$ cat config.mk
export PLATFORM = sky130hd
export DESIGN_NAME = i2c_register_transaction_sequencer
export DESIGN_NICKNAME = d
export VERILOG_FILES = /design/src/rtl/i2c_rts_pkg.sv /design/src/rtl/i2c_rts_seq.sv /design/src/rtl/i2c_rts_obuf.sv /design/src/rtl/i2c_register_transaction_sequencer.sv
export SDC_FILE = /design/constraint.sdc
export NUM_CORES = 1
export LEC_CHECK = 0
export BUFFER_PORTS_ARGS = -buffer_cell sky130_fd_sc_hd__buf_2
export CAP_MARGIN = 10
export CELL_PAD_IN_SITES_DETAIL_PLACEMENT = 0
export CELL_PAD_IN_SITES_GLOBAL_PLACEMENT = 1
export CORE_ASPECT_RATIO = 1.2
export CORE_MARGIN = 4
export CORE_UTILIZATION = 51
export CTS_BUF_LIST = sky130_fd_sc_hd__clkbuf_4 sky130_fd_sc_hd__clkbuf_8 sky130_fd_sc_hd__clkbuf_16
export DETAILED_ROUTE_END_ITERATION = 8
export GPL_TIMING_DRIVEN = 1
export PLACE_DENSITY = 0.83
export RECOVER_POWER = 50
export SYNTH_ARGS = -nofsm -noshare
export SYNTH_HDL_FRONTEND = slang
export SYNTH_SLANG_ARGS = --single-unit
export TNS_END_PERCENT = 100
$ cat constraint.sdc
create_clock -name clk -period 8.8 [get_ports clk]
set_input_delay 0.44 -clock clk [delete_from_list [all_inputs] [get_ports clk]]
set_output_delay 0.44 -clock clk [all_outputs]
set_load 0.01 [all_outputs]
$ cat src/rtl/i2c_rts_pkg.sv
// i2c_rts_pkg: word types, event codes and error codes shared by the
// i2c register transaction sequencer modules. No dependencies.
package i2c_rts_pkg;

	localparam logic [2:0] OP_START = 3'd0;
	localparam logic [2:0] OP_ACK   = 3'd1;
	localparam logic [2:0] OP_NACK  = 3'd2;
	localparam logic [2:0] OP_RXB   = 3'd3;
	localparam logic [2:0] OP_STOP  = 3'd4;

	localparam logic [1:0] ERR_NONE  = 2'd0;
	localparam logic [1:0] ERR_START = 2'd1;
	localparam logic [1:0] ERR_NACK  = 2'd2;
	localparam logic [1:0] ERR_UNEXP = 2'd3;

	typedef struct packed {
		logic [2:0]  op;
		logic [6:0]  dev_addr;
		logic [7:0]  reg_index;
		logic [2:0]  byte_count;
		logic        is_read;
		logic [31:0] write_data;
		logic [7:0]  rx_byte;
	} cmd_word_t;

	typedef struct packed {
		logic        issue_start;
		logic        issue_stop;
		logic        issue_ack;
		logic        issue_nack;
		logic        tx_valid;
		logic [7:0]  tx_byte;
		logic        busy_res;
		logic        done_res;
		logic [31:0] read_word;
		logic [1:0]  error_code;
	} res_word_t;

endpackage

$ cat src/rtl/i2c_rts_seq.sv
// i2c_rts_seq: transaction phase state and per-event result logic.
// Depends on i2c_rts_pkg.
module i2c_rts_seq #(
	parameter int MAX_BYTES = 4
) (
	input  logic                  clk,
	input  logic                  arst_n,
	input  logic                  accept,
	input  i2c_rts_pkg::cmd_word_t cmd,
	output i2c_rts_pkg::res_word_t res
);
	import i2c_rts_pkg::*;

	typedef enum logic [2:0] {
		PH_IDLE  = 3'd0,
		PH_ADDR  = 3'd1,
		PH_REG   = 3'd2,
		PH_RADDR = 3'd3,
		PH_READ  = 3'd4,
		PH_WRITE = 3'd5,
		PH_STOP  = 3'd6
	} phase_t;

	phase_t      phase_q, phase_d;
	logic [6:0]  taddr_q, taddr_d;
	logic [7:0]  treg_q, treg_d;
	logic [2:0]  left_q, left_d;
	logic [2:0]  sent_q, sent_d;
	logic        rmode_q, rmode_d;
	logic [31:0] sbuf_q, sbuf_d;
	logic [31:0] rword_q, rword_d;

	logic        st, sp, ak, nk, tv, done, abort;
	logic [7:0]  tb;
	logic [1:0]  err;
	logic [2:0]  cnt_c;
	logic [2:0]  k;

	function automatic logic [7:0] send_byte(input logic [31:0] data, input logic [2:0] idx);
		if (idx[2])
			return 8'd0;
		return data[{idx[1:0], 3'b000} +: 8];
	endfunction

	assign cnt_c = ({1'b0, cmd.byte_count} > 4'(MAX_BYTES)) ? 3'(MAX_BYTES) : cmd.byte_count;
	assign k = left_q - 3'd1;

	always_comb begin
		phase_d = phase_q;
		taddr_d = taddr_q;
		treg_d  = treg_q;
		left_d  = left_q;
		sent_d  = sent_q;
		rmode_d = rmode_q;
		sbuf_d  = sbuf_q;
		rword_d = rword_q;
		st = 1'b0;
		sp = 1'b0;
		ak = 1'b0;
		nk = 1'b0;
		tv = 1'b0;
		tb = 8'd0;
		done = 1'b0;
		abort = 1'b0;
		err = ERR_NONE;
		case (cmd.op)
			OP_START: begin
				if (phase_q != PH_IDLE || cmd.byte_count == 3'd0) begin
					err = ERR_START;
				end else begin
					taddr_d = cmd.dev_addr;
					treg_d  = cmd.reg_index;
					left_d  = cnt_c;
					sent_d  = 3'd0;
					rmode_d = cmd.is_read;
					sbuf_d  = cmd.write_data;
					rword_d = 32'd0;
					phase_d = PH_ADDR;
					st = 1'b1;
					tv = 1'b1;
					tb = {cmd.dev_addr, 1'b0};
				end
			end
			OP_ACK: begin
				unique case (phase_q)
					PH_ADDR: begin
						phase_d = PH_REG;
						tv = 1'b1;
						tb = treg_q;
					end
					PH_REG: begin
						if (rmode_q) begin
							phase_d = PH_RADDR;
							st = 1'b1;
							tv = 1'b1;
							tb = {taddr_q, 1'b1};
						end else begin
							phase_d = PH_WRITE;
							tv = 1'b1;
							tb = send_byte(sbuf_q, 3'd0);
							sent_d = 3'd1;
						end
					end
					PH_RADDR: phase_d = PH_READ;
					PH_WRITE: begin
						if (sent_q >= left_q) begin
							phase_d = PH_STOP;
							sp = 1'b1;
						end else begin
							tv = 1'b1;
							tb = send_byte(sbuf_q, sent_q);
							sent_d = sent_q + 3'd1;
						end
					end
					default: begin
						err = ERR_UNEXP;
						abort = 1'b1;
					end
				endcase
			end
			OP_NACK: begin
				err = ERR_NACK;
				abort = 1'b1;
			end
			OP_RXB: begin
				if (phase_q == PH_READ && left_q != 3'd0) begin
					if (!k[2])
						rword_d[{k[1:0], 3'b000} +: 8] =
							rword_q[{k[1:0], 3'b000} +: 8] | cmd.rx_byte;
					left_d = k;
					sent_d = sent_q + 3'd1;
					if (k != 3'd0) begin
						ak = 1'b1;
					end else begin
						nk = 1'b1;
						sp = 1'b1;
						phase_d = PH_STOP;
					end
				end else begin
					err = ERR_UNEXP;
					abort = 1'b1;
				end
			end
			OP_STOP: begin
				if (phase_q == PH_STOP) begin
					phase_d = PH_IDLE;
					done = 1'b1;
				end else begin
					err = ERR_UNEXP;
					abort = 1'b1;
				end
			end
			default: begin
				err = ERR_UNEXP;
				abort = 1'b1;
			end
		endcase
		if (abort)
			phase_d = PH_IDLE;

		res.issue_start = st;
		res.issue_stop  = sp;
		res.issue_ack   = ak;
		res.issue_nack  = nk;
		res.tx_valid    = tv;
		res.tx_byte     = tb;
		res.busy_res    = (phase_d != PH_IDLE);
		res.done_res    = done;
		res.read_word   = rword_d;
		res.error_code  = err;
	end

	always_ff @(posedge clk or negedge arst_n) begin
		if (!arst_n) begin
			phase_q <= PH_IDLE;
			taddr_q <= 7'd0;
			treg_q  <= 8'd0;
			left_q  <= 3'd0;
			sent_q  <= 3'd0;
			rmode_q <= 1'b0;
			sbuf_q  <= 32'd0;
			rword_q <= 32'd0;
		end else if (accept) begin
			phase_q <= phase_d;
			taddr_q <= taddr_d;
			treg_q  <= treg_d;
			left_q  <= left_d;
			sent_q  <= sent_d;
			rmode_q <= rmode_d;
			sbuf_q  <= sbuf_d;
			rword_q <= rword_d;
		end
	end

	a_abort_idle: assert property (@(posedge clk) disable iff (!arst_n)
		accept && (res.error_code == ERR_NACK || res.error_code == ERR_UNEXP)
		|=> phase_q == PH_IDLE)
		else $error("abort did not return to idle");

	a_done_idle: assert property (@(posedge clk) disable iff (!arst_n)
		accept && res.done_res |=> phase_q == PH_IDLE && $past(phase_q) == PH_STOP)
		else $error("done outside stop phase");

	a_start_busy: assert property (@(posedge clk) disable iff (!arst_n)
		accept && res.issue_start |=> phase_q == PH_ADDR || phase_q == PH_RADDR)
		else $error("start issued without address phase");

endmodule

$ cat src/rtl/i2c_rts_obuf.sv
// i2c_rts_obuf: result output register with one skid stage.
// Depends on i2c_rts_pkg.
module i2c_rts_obuf (
	input  logic                  clk,
	input  logic                  arst_n,
	input  logic                  push,
	input  i2c_rts_pkg::res_word_t din,
	output logic                  can_push,
	output logic                  res_valid,
	input  logic                  res_ready,
	output i2c_rts_pkg::res_word_t res
);
	import i2c_rts_pkg::*;

	res_word_t out_q, skid_q;
	logic      out_v_q, skid_v_q;
	logic      pop;

	assign pop = out_v_q && res_ready;
	assign can_push = !skid_v_q;
	assign res_valid = out_v_q;
	assign res = out_q;

	always_ff @(posedge clk or negedge arst_n) begin
		if (!arst_n) begin
			out_v_q  <= 1'b0;
			skid_v_q <= 1'b0;
		end else if (pop) begin
			if (skid_v_q) begin
				out_v_q  <= 1'b1;
				skid_v_q <= 1'b0;
			end else begin
				out_v_q <= push;
			end
		end else if (push) begin
			if (!out_v_q)
				out_v_q <= 1'b1;
			else
				skid_v_q <= 1'b1;
		end
	end

	always_ff @(posedge clk) begin
		if (pop) begin
			if (skid_v_q)
				out_q <= skid_q;
			else if (push)
				out_q <= din;
		end else if (push) begin
			if (!out_v_q)
				out_q <= din;
			else
				skid_q <= din;
		end
	end

	a_skid_implies_out: assert property (@(posedge clk) disable iff (!arst_n)
		skid_v_q |-> out_v_q)
		else $error("skid holds a word while output is empty");

	a_no_overflow: assert property (@(posedge clk) disable iff (!arst_n)
		skid_v_q && !pop |=> skid_v_q && $stable(skid_q))
		else $error("skid word lost");

	a_skid_moves: assert property (@(posedge clk) disable iff (!arst_n)
		skid_v_q && pop |=> out_v_q && !skid_v_q && out_q == $past(skid_q))
		else $error("skid word not forwarded");

endmodule

$ cat src/rtl/i2c_register_transaction_sequencer.sv
// i2c_register_transaction_sequencer: top level, sequencer plus output buffer.
// Depends on i2c_rts_pkg, i2c_rts_seq, i2c_rts_obuf.
// Each accepted event word gives a result word, registered in the output buffer before it appears on res.
// Throughput: one event word per cycle while cmd_ready is high (the skid slot is empty);
// a two-word output stage lets cmd_ready stay high while one result waits.
// Reset: arst_n clears the phase to idle, the sequencer counters and registers to zero, and the buffer valid flags.
module i2c_register_transaction_sequencer #(
	parameter int MAX_BYTES = 4
) (
	input  logic                  clk,
	input  logic                  arst_n,
	input  logic                  cmd_valid,
	output logic                  cmd_ready,
	input  i2c_rts_pkg::cmd_word_t cmd,
	output logic                  res_valid,
	input  logic                  res_ready,
	output i2c_rts_pkg::res_word_t res
);
	import i2c_rts_pkg::*;

	logic      accept;
	res_word_t step_res;

	assign accept = cmd_valid && cmd_ready;

	i2c_rts_seq #(
		.MAX_BYTES(MAX_BYTES)
	) u_seq (
		.clk    (clk),
		.arst_n (arst_n),
		.accept (accept),
		.cmd    (cmd),
		.res    (step_res)
	);

	i2c_rts_obuf u_obuf (
		.clk       (clk),
		.arst_n    (arst_n),
		.push      (accept),
		.din       (step_res),
		.can_push  (cmd_ready),
		.res_valid (res_valid),
		.res_ready (res_ready),
		.res       (res)
	);

endmodule
==> results_dict.tcl <==
set metrics [dict create \
    status "finished, violations left" \
    failed_checks "capacitance limit, slew limit" \
    synth-simple-area-share 0.0800 \
    synth_cell_types 61 \
    row_count 52 \
    pre_cts_slack_ns 5.26 \
    endpoint_kind "register" \
    setup_violations 0 \
    muxShareOfSynthArea 0.167 \
    critPathArrivalTime_ns 4.57 \
    synthCells 647 \
    io_buffers 116 \
    synth_edf_count 98 \
    critPathMaxFanout 49 \
    cts_num_sinks 189 \
    worstMarginPinSlew_ns 2.90 \
    postCtsHoldBufs 0 \
    final_common_cell "edfxtp_1" \
    wl_mm 20.7 \
    setup_ws_ns 4.21 \
    syn_area_per_cell_sq_um 13.9 \
    num_vias 5857 \
    grt-ovfl-total 0 \
    ys_warn_count 0 \
    crit_buf_inv 1 \
    grt_pass1_vias 6257 \
    hpwl_mm 14.7 \
    wl_per_cell_microns 21.4 \
    layout_common_cells "edfxtp_1, mux2_2, dfrtp_1" \
    hold_viol 0 \
    drt_iter0_drc 440 \
    wl_met1_mm 7.81 \
    period_share 0.522 \
    rsz0062_at_grt "false" \
    cp-start-kind "register" \
    die_h_microns 153 \
    initial_utilization 0.526 \
    grt_util_all_layers 0.214 \
    die_w_microns 129 \
    yosys.area_share.adder 0.0154 \
    slew_headroom -0.934 \
    p_leak_uw 0.00395 \
    slowest_delay_ns 2.02 \
    path_clk_slew_ns 0.07 \
    grt_start_max_net_pins 53 \
    htree_levels 4 \
    cp_slowest_cell "clkbuf_1" \
    dr.max_layer_used "met4" \
    tns_ns 0 \
    ys_seq_area_frac 0.582 \
    drcViolationCount 0 \
    ys_ff_latch 189 \
    cts_root_buffer "clkbuf_16" \
    ir_worst_vdd_mv 0.146 \
    netlist_area_sq_um 8960 \
    critPathTopFamily "buffers and inverters" \
    pin_count 117 \
    clock.fmax_mhz 218 \
    wl_met3_mm 1.13 \
    core-area_sq_um 17000 \
    fin_worst_skew_ns 0.00790 \
    synth_top_family_by_area "multiplexers" \
    viasPerCell 6.06 \
    clock_latency_ns 0.43 \
    crit_chain "nor2b_1 -> and3_2 -> clkbuf_1" \
    grt_pass1_wl_mm 32.9 \
    required_ns 8.78 \
    power_density_nw_per_um2 281 \
    routed-wl-met2_mm 11.0 \
    synth_xor_area_frac 0 \
    worstSetupPathType "register to register" \
    fp.dieArea_sq_um 19800 \
    min_path_type "input pin to register" \
    drive_above_1_share 0.301 \
    maxSlewViolCount 215 \
    synth_ff_type "edfxtp_1" \
    postCtsSetupBuffers 0 \
    dr.pass1.iters 5 \
    syn-num-nets 724 \
    maxCapViolCount 5 \
    cts_buffer_depth 2 \
    antenna_found_initial 0 \
    final_nets 814 \
    ant_nets 0 \
    stdcell_area_sq_um 10100 \
    post_cts_resized 0 \
    synth_compound_area_frac 0.125 \
    gp_congestion 0.940 \
    antenna_cells 0 \
    cts_tree "done" \
    syn2layout_area_growth_pct 13.0 \
    cts_made_buffers 17 \
    period_needed_ns 4.59 \
    placed_cell_area_sq_um 9640 \
    async_flop_share 0.481 \
]
[flip-flops by register name (all words and copies together) (netlist names)]
signal and cells:
u_obuf.res 49, u_obuf.skid_q 49, u_seq.rword_q 32, u_seq.sbuf_q 32, u_seq.treg_q 8, u_seq.taddr_q 7, u_seq.left_q 3, u_seq.phase_q 3
u_seq.sent_q 3, u_obuf.res_valid 1, u_obuf.skid_v_q 1, u_seq.rmode_q 1
[area by class of cell]
type / count / area, sq um
fillers: 1388 / 6920
flip-flops and latches: 189 / 5220
clock buffers: 24 / 537
well taps: 216 / 270
inverters: 9 / 33.8
multi-input cells: 400 / 3460
clock inverters: 8 / 65.1
repair buffers: 120 / 534
[Yosys cell counts, types with 3 or more instances]
cell,instances,area (sq um)
dfrtp_1,91,2280
nand3_1,7,35.0
o2bb2ai_1,63,552
o21ai_0,17,85.1
a21o_1,4,30.0
mux4_2,16,360
or3_1,13,81.3
nand2b_1,16,100
nand2_1,25,93.8
buf_1,5,18.8
inv_1,9,33.8
nor2_1,28,105
mux2_2,95,1070
or2_2,7,43.8
a221oi_1,8,70.1
ha_1,11,138
nor3_1,7,35.0
a21oi_1,17,85.1
mux2i_1,7,70.1
a31oi_1,8,50.1
o31ai_1,3,22.5
edfxtp_1,98,2940
buf_6,3,33.8
nor2b_1,4,25.0
clkbuf_1,25,93.8
buf_2,13,65.1
[layer usage]
| layer | vias up | GRT usage |
|---|---|---|
| li1 | 2677 | - |
| met1 | 2901 | 0.248 |
| met2 | 224 | 0.376 |
| met3 | 55 | 0.0478 |
| met4 | 0 | 0.0935 |
| met5 | - | 0 |
[metrics by stage]
stage | cells | hold WS [ns] | power [uW] | utilization
final | 966 | 0.209 | 2840 | 0.594
after global routing | 966 | 0.206 | 3000 | 0.594
after CTS | 966 | 0.0155 | 2890 | 0.601
after detailed placement | 934 | 0.481 | 2110 | 0.565
after global placement | 934 | 0.469 | 2080 | 0.565
after floorplan | 647 | 0.144 | 1860 | -
[kinds of logic (layout without fill, tap and decap cells)]
group / Yosys count / after routing
DFF: 189 / 189
AOI/OAI and AO/OA: 143 / 143
and+or+nand+nor: 128 / 128
muxes: 118 / 118
buffers and inverters: 58 / 161
adders and majority gates: 11 / 11
[path summary, 6_finish.rpt]
path                       depth (start not counted)        startpoint  slack (ns)               end
max                                                3   u_obuf.skid_v_q        4.21  u_obuf.skid_q[0]
min                                                2         res_ready        0.21   u_obuf.skid_v_q
max reg2reg                                        3   u_obuf.skid_v_q        4.21  u_obuf.skid_q[0]
min reg2reg                                        1  u_seq.sbuf_q[25]        0.50  u_seq.sbuf_q[25]
max in group asynchronous                          2            arst_n        4.64  u_seq.rword_q[9]
min in group asynchronous                          1            arst_n        0.74  u_seq.sbuf_q[27]
[power by group]
group / total (uW) / switching [uW] / internal, uW
Sequential: 1350 / 143 / 1210
Clock: 774 / 339 / 435
Combinational: 718 / 398 / 320
Total: 2840 / 881 / 1960
No activity file was read; power rests on OpenSTA's default activity.
